--- src/dmpi_pkg.sv ---
`default_nettype none

package dmpi_pkg;

  // Shared multiplier operand and accumulator widths
  localparam int MUL_W = 27;
  localparam int ACC_W = 2 * MUL_W;

  // Restoring divider: |diff * 100| <= 25500 over a 16-bit millisecond count
  localparam int DIV_NUM_W = 15;
  localparam int DIV_DEN_W = 16;

  // Quotient width of |out| * 100 / 255
  localparam int DUTY_Q_W = 14;

  localparam logic signed [MUL_W-1:0] K_HUNDRED    = 27'sd100;
  localparam logic signed [MUL_W-1:0] K_FILT_KEEP  = 27'sd55968;
  localparam logic signed [MUL_W-1:0] K_FILT_NEW   = 27'sd4771;
  localparam logic signed [MUL_W-1:0] K_MS_PER_S   = 27'sd1000;

  // ceil(2^35 / 1000): exact floor division for magnitudes below 2^25
  localparam logic signed [MUL_W-1:0] K_RECIP_MS   = 27'sd34359739;
  localparam int                      RECIP_MS_SH  = 35;
  // ceil(2^30 / 255): exact floor division for magnitudes below 2^22
  localparam logic signed [MUL_W-1:0] K_RECIP_DUTY = 27'sd4210753;
  localparam int                      RECIP_DUTY_SH = 30;

  // Integral sum limits, beyond which the quotient by 1000 saturates
  localparam logic signed [ACC_W-1:0] INT_SUM_HI = 54'sd32768000;
  localparam logic signed [ACC_W-1:0] INT_SUM_LO = -54'sd32769000;

  localparam logic [6:0]  DUTY_MAX       = 7'd100;
  localparam logic [15:0] PROP_GAIN_RST  = 16'd256;
  localparam logic [15:0] INTEG_GAIN_RST = 16'd0;

  localparam logic [0:0] REG_PROP_GAIN  = 1'b0;
  localparam logic [0:0] REG_INTEG_GAIN = 1'b1;

  localparam logic ACT_UPDATE = 1'b0;
  localparam logic ACT_STOP   = 1'b1;

  typedef enum logic [1:0] {
    MAC_IDLE,
    MAC_LOAD,
    MAC_ADD
  } mac_mode_t;

  typedef struct packed {
    mac_mode_t               mode;
    logic signed [MUL_W-1:0] a;
    logic signed [MUL_W-1:0] b;
  } mac_req_t;

endpackage

`default_nettype wire

--- src/dmpi_mac.sv ---
`default_nettype none

module dmpi_mac (
  input  wire logic                             clk,
  input  wire logic                             rst,
  input  wire dmpi_pkg::mac_req_t               req,
  output logic signed [dmpi_pkg::ACC_W-1:0]     acc
);

  logic signed [dmpi_pkg::ACC_W-1:0] prod;
  dmpi_pkg::mac_mode_t               mode_d;

  // Product and mode are registered together; the accumulate into acc follows in the next cycle
  always_ff @(posedge clk) begin
    if (rst) begin
      mode_d <= dmpi_pkg::MAC_IDLE;
    end else begin
      mode_d <= req.mode;
    end
    prod <= req.a * req.b;
    case (mode_d)
      dmpi_pkg::MAC_LOAD: acc <= prod;
      dmpi_pkg::MAC_ADD:  acc <= acc + prod;
      default:            acc <= acc;
    endcase
  end

endmodule

`default_nettype wire
--- config.mk ---
export PLATFORM = sky130hd
export DESIGN_NAME = dmpi_mac
export DESIGN_NICKNAME = d
export VERILOG_FILES = /design/src/dmpi_pkg.sv /design/src/dmpi_mac.sv
export SDC_FILE = /design/constraint.sdc
export NUM_CORES = 2
export LEC_CHECK = 0
export ABC_CLOCK_PERIOD_IN_PS = 8950
export BUFFER_PORTS_ARGS = -buffer_cell sky130_fd_sc_hd__buf_2
export CELL_PAD_IN_SITES_DETAIL_PLACEMENT = 1
export CELL_PAD_IN_SITES_GLOBAL_PLACEMENT = 1
export CORE_MARGIN = 1
export CORE_UTILIZATION = 25
export CTS_CLUSTER_DIAMETER = 30
export CTS_CLUSTER_SIZE = 10
export DETAILED_ROUTE_END_ITERATION = 16
export GPL_TIMING_DRIVEN = 0
export PLACE_DENSITY = 0.49
export SYNTH_ARGS = -nofsm -noshare
export SYNTH_HDL_FRONTEND = slang
export SYNTH_SLANG_ARGS = --single-unit
--- constraint.sdc ---
create_clock -name clk -period 8.95 [get_ports clk]
set_input_delay 0.895 -clock clk [delete_from_list [all_inputs] [get_ports clk]]
set_output_delay 0.895 -clock clk [all_outputs]
set_load 0.1 [all_outputs]
## Word level (Yosys, flattened, before mapping)

Cells that the tools add are included.

- Register bits after elaboration: 110
- Logic and storage cells: 9
- Output and inout bits: 54
- Input port bits: 58

- $mul: 1
- Add/sub/neg operators: 1
- Reduce and logical (&&, ||, !) cells: 1
- Equality and inequality tests: 2
- Mux-type cells: 1

Operators by type and width:

| operator | count |
|---|---|
| 54-bit case mux with 2 select lines | 1 |
| 54-bit adder | 1 |
| 27-bit by 27-bit multiplier with 54-bit output | 1 |
| 2-bit by 1-bit equality test with 1-bit output (second input constant) | 1 |
| 2-bit equality test (second input constant) | 1 |
| 2-bit nonzero test | 1 |

## Logic depth before layout (Yosys ltp)

- Depth after elaboration: 2
- Gate-level depth with buffers: 29
- Depth with buffers taken out: 26

## Worst setup path after synthesis

OpenSTA, ideal clock, no wires.

- Kind: input-to-reg
- Start: input req[1] (netlist name)
- End: register prod[48] (netlist name)
- Arrival time: 7579 ps
- Slack: 1251 ps
- Data required time: 8830 ps
- Buffers on the path: 3
- Library setup time: 120 ps
- Stages: 27
- Cell sequence: clkbuf_1 -> clkbuf_1 -> nand2_1 -> fa_1 -> inv_1 -> fa_1 -> fa_1 -> inv_1 -> fa_1 -> fa_1 -> inv_1 -> fa_1 -> inv_1 -> fa_1 -> inv_1 -> ha_1 -> clkbuf_1 -> o211a_1 -> nand3_1 -> nor3_1 -> nand3_1 -> and3_1 -> o31ai_1 -> a41oi_2 -> o21ai_2 -> a31oi_1 -> xnor2_1

- Cells in the longest elaborated chain, start to end: 1

RTL lines:

| what | RTL line | RTL |
|---|---|---|
| start: declaration | dmpi_mac.sv:6 | `input wire dmpi_pkg::mac_req_t req,` |
| 27-bit by 27-bit multiplier with 54-bit output | dmpi_mac.sv:20 | `prod <= req.a * req.b;` |
| end signal: assignment | dmpi_mac.sv:20 |  |
| end: declaration | dmpi_mac.sv:10 | `logic signed [dmpi_pkg::ACC_W-1:0] prod;` |

Every way passes these cells.
A chain may end at the register's enable or synchronous reset.

## Worst setup path after layout

- Start: input req[8] (netlist name)
- End: register prod[48] (netlist name)

Same word-level chain as after synthesis.

==> summary.md <==
| Metric | Value |
|---|---|
| Fin. max-slew vios | `0` |
| Post-synthesis mux area share | `1.42%` |
| Fillers | `15,100` |
| Num CTS Buffers | `9` |
| DRC errors left | `0` |
| Mean Syn Cell Area | `9.30 sq um` |
| Adder-cell share of the synthesized area | `55.0%` |
| Vias per inst | `4.42` |
| Post-synthesis simple-gate area fraction | `14.1%` |
| HP Class | `flop to flop` |
| First-pass GRT wire length | `179,000 microns` |
| RR Startpoint | `acc[0]$_DFFE_PP_` |
| Worst setup path start | `req[8]` |
| Final core occ | `27.6%` |
| Vias in the first global route | `26,400` |
| Largest family of logic cells by synthesized area | `adder cells` |
| Port Buf Inserts | `92` |
| Synth Cell Area | `roughly 33,000 sq um` |
| RD Place Congestion | `0.878` |
| Synth cell types | `64` |
| Post-Synthesis Cells | `3,502` |
| WL per Instance | `22.6 microns` |
| # clock sinks | `110` |
| Starting Density | `25.2%` |
| Number of synthesized flops with an enable pin | `54` |
| Layout cells sized above 1 | `7.37%` |
| Syn Nets | `between 4,000 and 5,000` |
| Root Buffer | `clkbuf_16` |
| Worst slew margin | `36.3%` |
| Seq cells post-synth | `between 100 and 150` |
| Initial antenna violation count | `12` |
| Instance area at placement | `35,200 sq um` |
| Die H | `approximately 360 microns` |
| Routed WL | `121,000 microns` |
| Non-Filler Instances | `5,356` |
| Ys Warns | `0` |
| Worst-path clk slew | `approximately 0.090 ns` |
| H-tree levels | `3` |
| DIE WIDTH | `363 microns` |
| I/O pin cnt | `around 110` |
| GRT Overall Usage | `18.6%` |
| CTS tree | `yes` |
| Core ar. | `129,000 sq um` |
| Worst EP arrival | `9.01 ns` |
| Final Setup Violations | `0` |
| GR Overflow Total | `0` |
| Number of DRC markers in iteration 0 | `~1,200` |
| P&R area growth vs syn | `9.71%` |
| Largest net degree at the start of global routing | `55` |
| Worst skew pair latency | `0.38 ns` |
| Clock tree buffer depth | `2` |
| Hold path start | `prod[5]$_DFF_P_` |
| Die Area | `132,000 sq um` |
| CP Launch Type | `primary input` |
| Most used DFF post-synth | `dfxtp_1` |
| Worst Max-Slew Pin Slew | `between 0.9 and 1 ns` |
| Placed insts | `roughly 5,300` |
| Max Clk Rate | `114 MHz` |
| Status | `finished clean` |
| NumNets Final | `between 4,000 and 5,000` |
| Min Clock Period, post-route | `8.73 ns` |
| CTS Hold Buffers Added | `0` |
| Final hold vios | `0` |
| WP data required | `9.23 ns` |
| CP Capture Type | `flop` |
| Synth Area in XOR/XNOR | `around 2.7%` |
| Placed wire-length estimate | `105,000 microns` |
| Max Clock Skew | `approximately 0.019 ns` |
| Max cap viols | `0` |
| Critical path class | `primary input to flop` |
| Finished Cell Area | `between 30,000 and 40,000 sq um` |
| Commonest non-fill, non-tap cell in the layout | `inv_1` |
| Final ANT Viol Nets | `0` |
| Seq/Total Area, Yosys | `8.42%` |
| Row count | `132` |
| Async set-reset flop share out of synthesis | `0%` |
| Commonest non-fill, non-tap cells in the layout | `inv_1, fa_1, nand2_1` |
| Compound-Gate Fraction of Synth Area | `6.62%` |
| Crit path max fanout | `10` |
| Post CTS Setup Buffer Count | `0` |
| Final period util | `97.6%` |
| Vias | `23,700` |
| Initial DRT Pass Iterations | `7` |
## synth_stat cells, drive strengths merged (4+ instances only)
cell type	number	area share, %
ha	212	8.1
nand4	6	0.12
nor3	15	0.23
a41oi	6	0.18
o31ai	5	0.12
inv	863	9.9
o2111ai	4	0.11
a31oi	8	0.15
o21ai	55	0.86
or3	7	0.13
a211oi	11	0.25
nor2b	17	0.33
dfxtp	56	3.4
edfxtp	54	5.0
nand2	422	4.9
xnor2	74	2.0
o211ai	6	0.14
a21o	62	1.4
a211o	5	0.13
and2	328	6.3
nand3	30	0.46
a31o	5	0.13
o21a	14	0.32
nor2	70	0.81
a21oi	93	1.4
and3	16	0.31
o21bai	24	0.55
a21boi	4	0.092
a221oi	5	0.15
xor2	28	0.75
mux2	41	1.4
fa	762	47
nand2b	18	0.35
clkbuf	145	1.7
## worst max-delay path: stages
cell      delay, ns
clkbuf_2       0.29
clkbuf_2       0.49
nand2_1        0.15
fa_1           0.51
inv_1          0.05
fa_1           0.48
inv_1          0.09
fa_1           0.54
inv_1          0.05
fa_1           0.50
inv_1          0.07
fa_1           0.55
fa_1           0.43
fa_1           0.60
inv_1          0.07
ha_1           0.42
and4_1         0.30
nand3_1        0.23
nor3_1         0.29
nand3_1        0.16
and3_2         0.33
o31ai_4        0.42
a41oi_2        0.30
o21ai_2        0.32
a31oi_1        0.15
xnor2_1        0.27
## final timing paths
| kind | end | slack (ns) | cells after the start |
|---|---|---|---|
| hold / removal | acc[5]$_DFFE_PP_ | 0.56 | 1 |
| setup reg to reg | acc[32]$_DFFE_PP_ | 4.73 | 13 |
| setup / recovery | prod[48]$_DFF_P_ | 0.22 | 26 |
| hold reg to reg | acc[5]$_DFFE_PP_ | 0.56 | 1 |
## cell families after synthesis
kind of cell               Yosys count
xor gates and xnor gates           102
AOI/OAI and AO/OA                  325
DFF                                110
adders and majority gates          974
muxes                               41
and+or+nand+nor                    938
buffers and inverters             1012
## through the flow
stage	setup TNS (ns)	hold WS, ns	worst slack (ns)
floorplan	0	0.509	1.25
global placement	-14.56	0.519	-1.61
detailed placement	-14.66	0.545	-1.57
CTS	0	0.564	0.00184
global route	-0.00195	0.580	-0.00195
finish	0	0.560	0.215
## what timing repair did
action | 4_1_cts | 5_1_grt
endpoints found under the setup margin | 16 | 8
resized for setup | 75 | 87
cloned | 0 | 0
pin swaps | 0 | 0
## final cells by class
cell class                 instances  area, sq um  share of cell area, %
clock inverter                     6         81.3                  0.228
antenna                            4         10.0                 0.0280
inverter                         864         3250                   9.08
buffer                           148          712                   1.99
sequential                       110         2740                   7.68
tap                             1742         2180                   6.10
clock buffer                      10          239                  0.669
multi-input combinational       2380        26100                   72.9
timing repair buffer              92          460                   1.29
## sequential cells by signal, summed over array words and instances (netlist names)
name    flops
mode_d      2
prod       54
acc        54
## per-layer routing
layer  global-route usage, %  up-vias  part of all wire [%]  routed length [microns]
met3                    1.26       63                   2.8                     3420
met5                       0        -                 0.021                       26
li1                        -    10600                     -                        -
met4                    2.55        4                   1.5                     1770
met2                    32.6      318                    50                    60000
met1                    25.6    12700                    46                    55900
Power is not shown: default switching activity piles up to over one toggle a cycle in this logic, so the estimate is an artifact.
