### config.mk
export PLATFORM = sky130hd
export DESIGN_NAME = dmpi_div
export DESIGN_NICKNAME = d
export VERILOG_FILES = /design/src/dmpi_pkg.sv /design/src/dmpi_div.sv
export SDC_FILE = /design/constraint.sdc
export NUM_CORES = 1
export LEC_CHECK = 0
export BUFFER_PORTS_ARGS = -buffer_cell sky130_fd_sc_hd__buf_2
export CORE_MARGIN = 2
export CORE_UTILIZATION = 45
export DETAILED_ROUTE_END_ITERATION = 8
export GPL_ROUTABILITY_DRIVEN = 0
export MAX_ROUTING_LAYER = met4
export PLACE_DENSITY = 0.77
export SLEW_MARGIN = 20
export SYNTH_ARGS = -nofsm -noshare
export SYNTH_HDL_FRONTEND = slang
export SYNTH_SLANG_ARGS = --single-unit
### constraint.sdc
create_clock -name clk -period 2.22 [get_ports clk]
set_input_delay 0.111 -clock clk [delete_from_list [all_inputs] [get_ports clk]]
set_output_delay 0.111 -clock clk [all_outputs]
set_load 0.005 [all_outputs]
### src/dmpi_pkg.sv
`default_nettype none

package dmpi_pkg;

  // Shared multiplier operand and accumulator widths
  localparam int MUL_W = 27;
  localparam int ACC_W = 2 * MUL_W;

  // Restoring divider: |diff * 100| <= 25500 over a 16-bit millisecond count
  localparam int DIV_NUM_W = 15;
  localparam int DIV_DEN_W = 16;

  // Quotient width of |out| * 100 / 255
  localparam int DUTY_Q_W = 14;

  localparam logic signed [MUL_W-1:0] K_HUNDRED    = 27'sd100;
  localparam logic signed [MUL_W-1:0] K_FILT_KEEP  = 27'sd55968;
  localparam logic signed [MUL_W-1:0] K_FILT_NEW   = 27'sd4771;
  localparam logic signed [MUL_W-1:0] K_MS_PER_S   = 27'sd1000;

  // ceil(2^35 / 1000): exact floor division for magnitudes below 2^25
  localparam logic signed [MUL_W-1:0] K_RECIP_MS   = 27'sd34359739;
  localparam int                      RECIP_MS_SH  = 35;
  // ceil(2^30 / 255): exact floor division for magnitudes below 2^22
  localparam logic signed [MUL_W-1:0] K_RECIP_DUTY = 27'sd4210753;
  localparam int                      RECIP_DUTY_SH = 30;

  // Integral sum limits, beyond which the quotient by 1000 saturates
  localparam logic signed [ACC_W-1:0] INT_SUM_HI = 54'sd32768000;
  localparam logic signed [ACC_W-1:0] INT_SUM_LO = -54'sd32769000;

  localparam logic [6:0]  DUTY_MAX       = 7'd100;
  localparam logic [15:0] PROP_GAIN_RST  = 16'd256;
  localparam logic [15:0] INTEG_GAIN_RST = 16'd0;

  localparam logic [0:0] REG_PROP_GAIN  = 1'b0;
  localparam logic [0:0] REG_INTEG_GAIN = 1'b1;

  localparam logic ACT_UPDATE = 1'b0;
  localparam logic ACT_STOP   = 1'b1;

  typedef enum logic [1:0] {
    MAC_IDLE,
    MAC_LOAD,
    MAC_ADD
  } mac_mode_t;

  typedef struct packed {
    mac_mode_t               mode;
    logic signed [MUL_W-1:0] a;
    logic signed [MUL_W-1:0] b;
  } mac_req_t;

endpackage

`default_nettype wire

### src/dmpi_div.sv
`default_nettype none

module dmpi_div (
  input  wire logic                           clk,
  input  wire logic                           rst,
  input  wire logic                           start,
  input  wire logic [dmpi_pkg::DIV_NUM_W-1:0] dividend,
  input  wire logic [dmpi_pkg::DIV_DEN_W-1:0] divisor,
  output logic                                done,
  output logic [dmpi_pkg::DIV_NUM_W-1:0]      quotient
);

  localparam int NW    = dmpi_pkg::DIV_NUM_W;
  localparam int DW    = dmpi_pkg::DIV_DEN_W;
  localparam int CNT_W = $clog2(NW + 1);

  logic [NW-1:0]    quo;
  logic [DW-1:0]    rem;
  logic [DW-1:0]    dsr;
  logic [CNT_W-1:0] step_cnt;
  logic             busy;

  logic [DW:0]   trial;
  logic          fits;
  logic [DW-1:0] rem_next;

  // One quotient bit a cycle, most significant first
  always_comb begin
    trial    = {rem, quo[NW-1]};
    fits     = trial >= {1'b0, dsr};
    rem_next = fits ? DW'(trial - {1'b0, dsr}) : trial[DW-1:0];
  end

  always_ff @(posedge clk) begin
    if (rst) begin
      busy     <= 1'b0;
      done     <= 1'b0;
      step_cnt <= '0;
    end else begin
      done <= 1'b0;
      if (start) begin
        quo      <= dividend;
        rem      <= '0;
        dsr      <= divisor;
        step_cnt <= CNT_W'(NW);
        busy     <= 1'b1;
      end else if (busy) begin
        rem      <= rem_next;
        quo      <= {quo[NW-2:0], fits};
        step_cnt <= step_cnt - CNT_W'(1);
        if (step_cnt == CNT_W'(1)) begin
          busy <= 1'b0;
          done <= 1'b1;
        end
      end
    end
  end

  assign quotient = quo;

endmodule

`default_nettype wire

Yosys cells after proc, flatten, opt, wreduce, memory -nomap -nowiden
Index checks and enable logic that the tools add are counted.
W data, S select, Z words.
{ "op_classes": {"eq_ne": 1, "n_reduce_logical": 4, "add_sub_neg": 2, "bitwise_logic": 2, "n_mux": 10, "div_mod_pow": 0, "n_mul": 0, "n_shift": 0, "order_cmp": 1} }
{ "ops": {"columns": ["operator", "count"], "rows": [
  ["$mux W16", 2],
  ["$mux W15", 2],
  ["$ge A17 B16 Y1", 1],
  ["$sub A16 B16 Y16", 1],
  ["$mux W4", 2],
  ["$eq A4 B1 Y1 const B", 1],
  ["$mux W1", 4],
  ["$reduce_and A2 Y1", 2],
  ["$sub A4 B1 Y4 const B", 1],
  ["$reduce_or A3 Y1", 1],
  ["$not A1 Y1", 2],
  ["$reduce_bool A2 Y1", 1]
]} }
{ "word_totals": {"in_bits": 34, "latch_bits": 0, "mem_bits_ro": 0, "ff_bits": 53, "mem_bits_rw": 0, "n_memories": 0} }

Longest topological paths before layout
Gate-level depths: netlist of the first run.
{ "logic_depth": {"word_depth": 4, "mapped_depth": 10} }

Least setup slack after synthesis of the first run
Ideal clock, no wire load.
{ "synth_timing": {"kind": "reg-to-reg", "from": "reg rem[3]", "to": "reg quo[0], in the netlist quotient[0], data pin", "required_time_ns": 1.960, "setup_ns": 0.260, "arrival_time_ns": 2.080, "n_path_buf": 1, "synth_period_minus_slack_ns": 2.340, "slack_ns": -0.120, "path_stages_with_launch": 9, "path_cell_list": "edfxtp_1 ha_1 buf_2 a21o_1 a31o_2 o2111ai_4 a31o_1 nand2_2 mux2_2"} }
{ "synth_via": {"elab_chain_len": 3} }
{ "synth_rtl": {"columns": ["item", "line_no", "rtl"], "rows": [
  ["from (decl)", "dmpi_div.sv:18", "logic [DW-1:0] rem;"],
  ["from (signal assigned)", "dmpi_div.sv:48", "rem <= rem_next;"],
  ["$ge A17 B16 Y1", "dmpi_div.sv:30", "fits = trial >= {1'b0, dsr};"],
  ["$mux W15", "dmpi_div.sv:47", "end else if (busy) begin"],
  ["$mux W15", "dmpi_div.sv:41", "if (start) begin"],
  ["to (signal assigned)", "dmpi_div.sv:42", "quo <= dividend;"],
  ["to (signal assigned)", "dmpi_div.sv:49", "quo <= {quo[NW-2:0], fits};"],
  ["to (decl)", "dmpi_div.sv:17", "logic [NW-1:0] quo;"]
]} }
No other way between the ends. The select of a mux whose other input is x is not followed.
A chain may end at the register's enable or synchronous reset.

Worst setup path in the final report of the first run
{ "layout_timing": {"from": "reg rem[1]", "to": "reg rem[5], data pin"} }
{ "layout_via": {"elab_chain_len": 3, "elab_cells_between_ends": 4, "cone_classes": "1 x add/sub; 1 x order compare; 2 x mux"} }
{ "layout_rtl": {"columns": ["item", "line_no", "rtl"], "rows": [
  ["$sub A16 B16 Y16 or $ge A17 B16 Y1 (tied branches)", "dmpi_div.sv:31, dmpi_div.sv:30", null],
  ["$mux W16 *", "dmpi_div.sv:31", "rem_next = fits ? DW'(trial - {1'b0, dsr}) : trial[DW-1:0];"],
  ["$mux W16 *", "dmpi_div.sv:47", null]
]} }
Every way passes the cells marked *; elsewhere a longest branch is shown, timed or not. The select of a mux whose other input is x is not followed.

==> results of run 1 <==
[worst max-delay path: stages (launching register included)]
cell and delay, ps:
edfxtp_1 460, ha_4 310, and3_4 200, buf_6 90, nand4_1 210, a31o_4 330, buf_6 140, a211o_1 280
a21oi_2 130
[how the worst max path moves through the flow]
| stage | endpoint | start | slack [ps] |
|---|---|---|---|
| final | rem[5]$_SDFFCE_PP0P_ | rem[1]$_SDFFCE_PP0P_ | -50 |
| after floorplan | quotient[0]$_DFFE_PP_ | rem[3]$_SDFFCE_PP0P_ | -40 |
| after detailed placement | rem[5]$_SDFFCE_PP0P_ | rem[2]$_SDFFCE_PP0P_ | -70 |
| after global placement | rem[5]$_SDFFCE_PP0P_ | rem[2]$_SDFFCE_PP0P_ | 10 |
| after CTS | rem[1]$_SDFFCE_PP0P_ | rem[3]$_SDFFCE_PP0P_ | -7 |
| after global routing | rem[2]$_SDFFCE_PP0P_ | rem[4]$_SDFFCE_PP0P_ | -120 |
[cell families (layout without fill, tap and decap cells)]
family	after synthesis	in the layout
multiplexers	17	17
AO/OA/AOI/OAI	82	82
buffers and inverters	33	148
adder cells (fa/ha/maj)	19	19
AND/OR/NAND/NOR	61	61
XOR/XNOR	11	11
flip-flops	53	53
[area by class of cell]
cell class	instances	area [um2]	share of cell area
timing repair buffer	117	832	0.190
sequential	53	1530	0.350
clock buffer	5	68.8	0.0157
clock inverter	3	28.8	0.00658
inverter	23	86.3	0.0197
tap	80	100	0.0229
multi-input combinational	190	1730	0.395
[state kept, by name, summed over array words and instances (netlist names)]
register  flops
dsr          16
step_cnt      4
busy          1
quotient     15
done          1
rem          16
[power by group]
group / switching (mW) / internal (mW) / total, mW
Sequential: 0.0534 / 1.19 / 1.24
Combinational: 0.550 / 0.544 / 1.09
Clock: 0.365 / 0.237 / 0.602
Total: 0.969 / 1.97 / 2.94
[what timing repair did]
item                                    4_1_cts  5_1_grt
cloned                                        0        1
pin swaps                                     9       15
hold buffers                                 17        0
hold endpoints to repair                     17        0
endpoints found under the setup margin       14       17
gates resized for setup                      17       55
buffers inserted                              4        6
[metrics by stage]
step                      worst slack (ps)  setup TNS [ps]   util
after floorplan                      -35.4            -105      -
after global placement                9.96               0  0.552
after detailed placement             -73.6            -392  0.552
after CTS                            -6.93           -11.3  0.612
after global routing                  -122           -1270  0.655
final                                -52.1            -189  0.655
[per-layer routing]
layer,wire length (um),share of wire,track usage,vias up
met4,242,0.029,0.0739,0
met5,0,0,-,-
met2,4370,0.52,0.358,138
met3,555,0.066,0.0286,31
met1,3290,0.39,0.266,1330
li1,-,-,-,1271
[cells in the mapped netlist (all sizes together) (5+ instances only)]
cell type,count
edfxtp,47
a21oi,23
inv,23
ha,18
mux2,15
o21ai,14
nand2,12
nand3,12
nor2,12
o22ai,7
a211oi,6
clkbuf,6
dfxtp,6
xnor2,6
and3,5
nor2b,5
nor3,5
xor2,5
==> flow_summary.json, run 1 <==
{
  "die_h_um": 86.6,
  "setup_viol": 7,
  "syn-instance-count": 276,
  "dieArea_mm2": 0.00750,
  "r2r_cells": 8,
  "synth_top_family_by_area": "compound AO/OA/AOI/OAI gates",
  "crit_type": "flip-flop to flip-flop",
  "drtPass1Iterations": 5,
  "cts_tree": "yes",
  "grt_max_degree": 33,
  "rsz0062_at_grt": "yes",
  "finalWirelength_um": 8450,
  "ys_top_cells_by_area": "edfxtp_1 46%, ha_1 7.3%, mux2_2 5.5%",
  "place_inst": 436,
  "drc": 0,
  "synth-xor-area-share": 0.0314,
  "synth_top_area_frac": 0.460,
  "num_rows": 30,
  "synth_adder_area_share": 0.0799,
  "wl_per_cell_um": 17.9,
  "grt_pass1_vias": 2710,
  "yosys_warnings": 0,
  "track_usage": 0.213,
  "num_vias": 2770,
  "dp_hpwl_um": 5250,
  "maxSlewHeadroom": 0.679,
  "end_kind": "flip-flop",
  "synthesis.nets": 329,
  "synthMuxAreaShare": 0.0615,
  "finClkSkew_ps": 14.5,
  "finalInstanceArea_mm2": 0.00438,
  "tightest_slew_ps": 481,
  "n_fill_cell": 500,
  "gr-total-overflow": 0,
  "core_mm2": 0.00668,
  "r2r_end": "rem[5]$_SDFFCE_PP0P_",
  "area_growth_pct": 42.5,
  "clk_path_buf_depth": 2,
  "synth_edf_count": 47,
  "antenna_cells": 0,
  "ys_async_sr_fraction": 0,
  "yosys.area_share.simple": 0.105,
  "final_cells": 471,
  "root_buffer": "clkbuf_8",
  "p_leak_nw": 1.77,
  "hold_path_depth": 2,
  "fmax_mhz": 440,
  "ant_nets": 0,
  "floorplan.initialDensity": 0.460,
  "dr.first_iter.drc_count": 226,
  "cts_buffers": 5,
  "avgSynthCellArea_um2": 11.1,
  "path_clk_slew_ps": 110,
  "total_power_mw": 2.94,
  "cap_violations": 0,
  "vias_per_cell": 5.88,
  "drive_gt1_frac": 0.458,
  "finalCriticalPeriod_ps": 2270,
  "final_hold_viol_count": 0,
  "period_share": 1.02,
  "cts_max_level": 2,
  "die_x_um": 86.6,
  "crit_fanout": 6,
  "hp-class": "primary input to flip-flop",
  "synth.largest_area_cell": "edfxtp_1",
  "synth_compound_area_frac": 0.180,
  "slew_violations": 0,
  "setup_ws_ps": -52.1,
  "clock_latency_ps": 320,
  "clock_sinks": 53,
  "ys_types": 51,
  "final_nets": 443,
  "ir_worst_vdd_mv": 0.406,
  "min_to": "step_cnt[1]$_SDFFE_PP0N_",
  "r2r_setup_slack_ps": -50,
  "mostFrequentLayoutCells": "49 x buf_2, 47 x edfxtp_1, 42 x buf_4, 21 x inv_1, 17 x dlygate4sd3_1",
  "arrival_ps": 2460,
  "port_buffers": 49,
  "ys_ff_latch": 53,
  "reg2reg_from": "rem[1]$_SDFFCE_PP0P_",
  "startpoint_type": "flip-flop",
  "synth-seq-area-share": 0.499,
  "cellPowerDensity_mw_per_mm2": 672,
  "violations": "setup timing",
  "io_pins": 50,
  "synthesis.area_mm2": 0.00307,
  "placed_area_mm2": 0.00369,
  "grt_pass1_wl_um": 12300,
  "synth-main-ff-cell": "edfxtp_1",
  "outcome": "complete, but fails checks",
  "hp-start": "rst",
  "layout_commonest_cell": "buf_2",
  "worstPathRequired_ps": 2410,
  "antenna_found_initial": 0,
  "whs_ps": 43.6
}
Note: power is estimated with default switching activity, not from simulation.
==> run 2: changes to the inputs <==
--- a/config.mk
+++ b/config.mk
@@ -14,3 +14,3 @@
 export PLACE_DENSITY = 0.77
-export SLEW_MARGIN = 20
+export SLEW_MARGIN = 0
 export SYNTH_ARGS = -nofsm -noshare
==> constraint.sdc (replaced) <==
create_clock -name clk -period 2.22 [get_ports clk]
set_input_delay 0.555 -clock clk [delete_from_list [all_inputs] [get_ports clk]]
set_output_delay 0.555 -clock clk [all_outputs]
set_load 0.005 [all_outputs]
==> run 2 against run 1 <==
Net effect:
- the flow still finishes with violations (setup timing)
- wire length fell by 12%
- combinational power decreased by 7%
- clock power down 7.3%
- clock-buffer cell count grew 1
- clock skew grew 5.2 ps
- cell count is 3.8% lower
- core utilization decreased by 3.5 points
- non-clock buffer count is 18 lower
- fmax grew 1.8%
- register-to-register slack improved by 40 ps
- sequential power is essentially flat
- critical path type unchanged
- critical endpoint is now rem[15]$_SDFFCE_PP0P_
- largest cell class unchanged
- largest power group unchanged
==> flow_summary.json, run 2 (synthesis gave the netlist of run 1 again) <==
{
  "outcome": "complete, but fails checks",
  "violations": "setup timing",
  "final_util": 0.620,
  "area_growth_pct": 34.9,
  "worstPathRequired_ps": 2370,
  "hold_path_depth": 1,
  "period_share": 1.01,
  "port_buffers": 49,
  "vias_per_cell": 5.68,
  "die_x_um": 86.6,
  "gr-total-overflow": 0,
  "core_mm2": 0.00668,
  "dr.max_layer_used": "met4",
  "finClkSkew_ps": 19.7,
  "path_clk_slew_ps": 110,
  "cellPowerDensity_mw_per_mm2": 678,
  "crit_fanout": 5,
  "finalCriticalPeriod_ps": 2230,
  "setup_ws_ps": -12.8,
  "reg2reg_from": "rem[3]$_SDFFCE_PP0P_",
  "place_inst": 435,
  "layout_commonest_cell": "buf_2",
  "fin_setup_tns_ps": -25.6,
  "cts_max_level": 2,
  "startpoint": "rem[3]$_SDFFCE_PP0P_",
  "final_nets": 425,
  "cts_tree": "yes",
  "wl_met1_um": 3210,
  "grt_pass1_wl_um": 11600,
  "rsz0062_at_grt": "yes",
  "floorplan.initialDensity": 0.460,
  "antenna_found_initial": 0,
  "place_ws_ps": -139,
  "dieArea_mm2": 0.00750,
  "hp-class": "primary input to flip-flop",
  "finalInstanceArea_mm2": 0.00414,
  "dp_hpwl_um": 5140,
  "io_pins": 50,
  "ir_worst_vdd_mv": 0.420,
  "grt_pass1_vias": 2506,
  "end_kind": "flip-flop",
  "fmax_mhz": 448,
  "finalWirelength_um": 7440,
  "clock_sinks": 53,
  "dr_wl_met3_um": 442,
  "final_hold_viol_count": 0,
  "drc": 0,
  "ant_nets": 0,
  "whs_ps": 405,
  "arrival_ps": 2390,
  "grt_max_degree": 33,
  "mostFrequentLayoutCells": "49 x buf_2, 47 x edfxtp_1, 44 x buf_4, 21 x inv_1, 16 x a21oi_1",
  "final_cells": 453,
  "startpoint_type": "flip-flop",
  "clock_latency_ps": 310,
  "total_power_mw": 2.81,
  "setup_viol": 3,
  "r2r_cells": 8,
  "drive_gt1_frac": 0.461,
  "crit_type": "flip-flop to flip-flop",
  "root_buffer": "clkbuf_8",
  "wl_met2_um": 3680,
  "maxSlewHeadroom": 0.727,
  "min_to": "dsr[14]$_DFFE_PP_",
  "cts_hold_buf": 0,
  "slew_violations": 0,
  "track_usage": 0.200,
  "cap_violations": 0,
  "cts_buffers": 5,
  "wl_per_cell_um": 16.4,
  "antenna_cells": 0,
  "hp-start": "divisor[14]",
  "placed_area_mm2": 0.00369,
  "r2r_setup_slack_ps": -10,
  "drtPass1Iterations": 4,
  "num_vias": 2574,
  "tightest_slew_ps": 407,
  "clk_path_buf_depth": 2,
  "p_leak_nw": 1.68,
  "r2r_end": "rem[15]$_SDFFCE_PP0P_",
  "dr.first_iter.drc_count": 198,
  "num_rows": 30,
  "die_h_um": 86.6
}
run 2: changes by cell type in the layout (fill, tap and decap cells not counted), sizes merged:
cell	previous run	this run
buf	100	99
clkbuf	5	6
inv	25	24
dlygate4sd3	17	0
run 2: worst max-delay path, cell delays in order, from the launching register on:
cell and delay [ps]:
edfxtp_1 440, ha_4 240, buf_4 150, a31o_4 250, o2111ai_4 210, a31o_1 260, nand2_2 130, buf_4 200
a311oi_2 190
run 2: worst max-delay path by stage:
stage	end	slack, ps	depth (start not counted)
CTS	rem[0]$_SDFFCE_PP0P_	-20	8
global placement	rem[7]$_SDFFCE_PP0P_	-10	8
floorplan	quotient[0]$_DFFE_PP_	-30	8
detailed placement	rem[15]$_SDFFCE_PP0P_	-140	7
global route	rem[15]$_SDFFCE_PP0P_	-120	8
finish	rem[15]$_SDFFCE_PP0P_	-10	8
run 2: layout make-up:
| class | instances | area, um2 |
|---|---|---|
| tap | 80 | 100 |
| multi-input combinational | 190 | 1680 |
| fill | 536 | 2540 |
| sequential | 53 | 1530 |
| clock inverter | 2 | 13.8 |
| inverter | 23 | 86.3 |
| timing repair buffer | 99 | 661 |
| clock buffer | 6 | 72.6 |
run 2: metal layers:
metal / GRT usage / vias to the layer above
met3: 0.0390 / 15
met2: 0.322 / 97
li1: - / 1236
met5: - / -
met1: 0.259 / 1226
met4: 0.0568 / 0
run 2: power breakdown:
part / internal, mW / leakage, nW / switching, mW / total, mW
sequential: 1.19 / 0.499 / 0.0521 / 1.24
combinational: 0.508 / 1.14 / 0.501 / 1.01
clock: 0.226 / 0.0456 / 0.332 / 0.558
total: 1.93 / 1.68 / 0.884 / 2.81
run 2: repair_timing:
item,4_1_cts,5_1_grt
pin swaps,3,13
endpoints found under the setup margin,14,16
gates resized for setup,11,45
setup buffers,3,8
==> run 3: changes to the inputs <==
- CORE_ASPECT_RATIO: not set -> 0.8
- SKIP_LAST_GASP: not set -> 1
==> run 3 against run 2 <==
Net effect:
- cell count up 0.66%
- the run now ends clean
- flip-flop and latch count did not move
- worst hold slack gained 1.1 ps
- combinational power grew 4%
- highest routed layer unchanged
- worst setup slack improved by 17 ps
- critical endpoint is now rem[9]$_SDFFCE_PP0P_
- sequential share of layout area decreased by 0.74 points
==> flow_summary.json, run 3 (synthesis gave the netlist of run 1 again) <==
{
  "num_rows": 26,
  "die_x_um": 96.4,
  "gr-total-overflow": 0,
  "p_int_mw": 2.02,
  "p_leak_nw": 1.69,
  "end_kind": "flip-flop",
  "path_clk_slew_ps": 100,
  "area_growth_pct": 37.7,
  "ir_worst_vdd_mv": 0.403,
  "grt_max_degree": 26,
  "port_buffers": 49,
  "dp_hpwl_um": 5480,
  "dr.first_iter.drc_count": 234,
  "slew_violations": 0,
  "setup_viol": 0,
  "cellPowerDensity_mw_per_mm2": 700,
  "cts_max_level": 2,
  "drtPass1Iterations": 4,
  "setup_ws_ps": 4.06,
  "final_hold_viol_count": 0,
  "ant_nets": 0,
  "final_cells": 456,
  "place_inst": 437,
  "dieArea_mm2": 0.00750,
  "startpoint": "rem[0]$_SDFFCE_PP0P_",
  "crit_type": "flip-flop to flip-flop",
  "finalInstanceArea_mm2": 0.00423,
  "tightest_slew_ps": 423,
  "fmax_mhz": 451,
  "final_util": 0.650,
  "root_buffer": "clkbuf_8",
  "finClkSkew_ps": 3.69,
  "layout_commonest_cell": "buf_2",
  "reg2reg_from": "rem[0]$_SDFFCE_PP0P_",
  "power.switching_mw": 0.938,
  "drive_gt1_frac": 0.484,
  "hp-class": "primary input to flip-flop",
  "track_usage": 0.217,
  "r2r_setup_slack_ps": 4,
  "crit_fanout": 8,
  "finalCriticalPeriod_ps": 2220,
  "min_to": "dsr[11]$_DFFE_PP_",
  "io_pins": 50,
  "period_share": 0.998,
  "comb_power_share": 0.356,
  "grt_pass1_wl_um": 12300,
  "finalWirelength_um": 7860,
  "maxSlewHeadroom": 0.717,
  "floorplan.initialDensity": 0.472,
  "placed_area_mm2": 0.00368,
  "drc": 0,
  "mostFrequentLayoutCells": "49 x buf_2, 47 x edfxtp_1, 44 x buf_4, 21 x inv_1, 15 x a21oi_1",
  "clk_path_buf_depth": 2,
  "arrival_ps": 2290,
  "place_ws_ps": -83.6,
  "cap_violations": 0,
  "vias_per_cell": 5.63,
  "die_h_um": 77.9,
  "cts_buffers": 5,
  "antenna_cells": 0,
  "hold_path_depth": 1,
  "hp-start": "divisor[11]",
  "core_mm2": 0.00651,
  "grt_pass1_vias": 2616,
  "clock_latency_ps": 320,
  "p_sw_frac": 0.317,
  "num_vias": 2569,
  "antenna_found_initial": 0,
  "r2r_end": "rem[9]$_SDFFCE_PP0P_",
  "cts_hold_buf": 0,
  "clkPwrFrac": 0.222,
  "final_nets": 424,
  "cts_tree": "yes",
  "fin_setup_tns_ps": 0,
  "p_seq_frac": 0.421,
  "outcome": "completed",
  "worstPathRequired_ps": 2290,
  "r2r_cells": 8,
  "clock_sinks": 53,
  "startpoint_type": "flip-flop",
  "rsz0062_at_grt": "yes",
  "wl_per_cell_um": 17.2
}
run 3: what timing repair did:
item,in CTS,in global routing
pin swaps,9,17
setup buffers,5,6
endpoints found under the setup margin,16,17
resized for setup,13,57
run 3: power by group through the flow:
stage               Clock [mW]  Sequential [mW]  Combinational [mW]
floorplan                    0             1.25               0.529
global placement             0             1.25               0.797
detailed placement           0             1.25               0.821
CTS                      0.668             1.24               0.881
global route             0.704             1.25                1.15
finish                   0.657             1.25                1.05
run 3: how the worst max path moves through the flow:
stage                     slack [ps]  cells after the start                     to
after floorplan                  -30                      8  quotient[0]$_DFFE_PP_
after global placement           -90                      9  rem[12]$_SDFFCE_PP0P_
after detailed placement         -80                      9  rem[12]$_SDFFCE_PP0P_
after CTS                        -20                      8   rem[7]$_SDFFCE_PP0P_
after global routing            -120                      8  rem[14]$_SDFFCE_PP0P_
final                              4                      8   rem[9]$_SDFFCE_PP0P_
run 3: stage by stage:
stage | power (mW) | hold slack, ps
finish | 2.96 | 406
global route | 3.10 | 395
CTS | 2.79 | 402
detailed placement | 2.08 | 547
global placement | 2.05 | 553
floorplan | 1.78 | 521
run 3: cell type report:
cell class	instances	area (um2)
repair buffers	98	641
multi-input cells	190	1750
flip-flops and latches	53	1530
well taps	84	105
clock inverters	2	20.0
fillers	479	2280
clock buffers	6	93.8
inverters	23	86.3
run 3: layer usage:
metal / share of wire / routed length [um] / vias to the layer above / global-route usage
met5: 0 / 0 / - / -
met4: 0.013 / 102 / 0 / 0.0577
met3: 0.051 / 403 / 10 / 0.0408
met2: 0.49 / 3850 / 87 / 0.328
met1: 0.45 / 3500 / 1241 / 0.301
li1: - / - / 1231 / -
run 3: worst max-delay path, cell delays in order (launching register included):
cell and delay, ps:
edfxtp_1 420, ha_1 320, nor2b_2 180, o21a_4 210
o2111ai_4 260, a31oi_4 150, buf_6 170, o31ai_2 190
a21oi_1 70
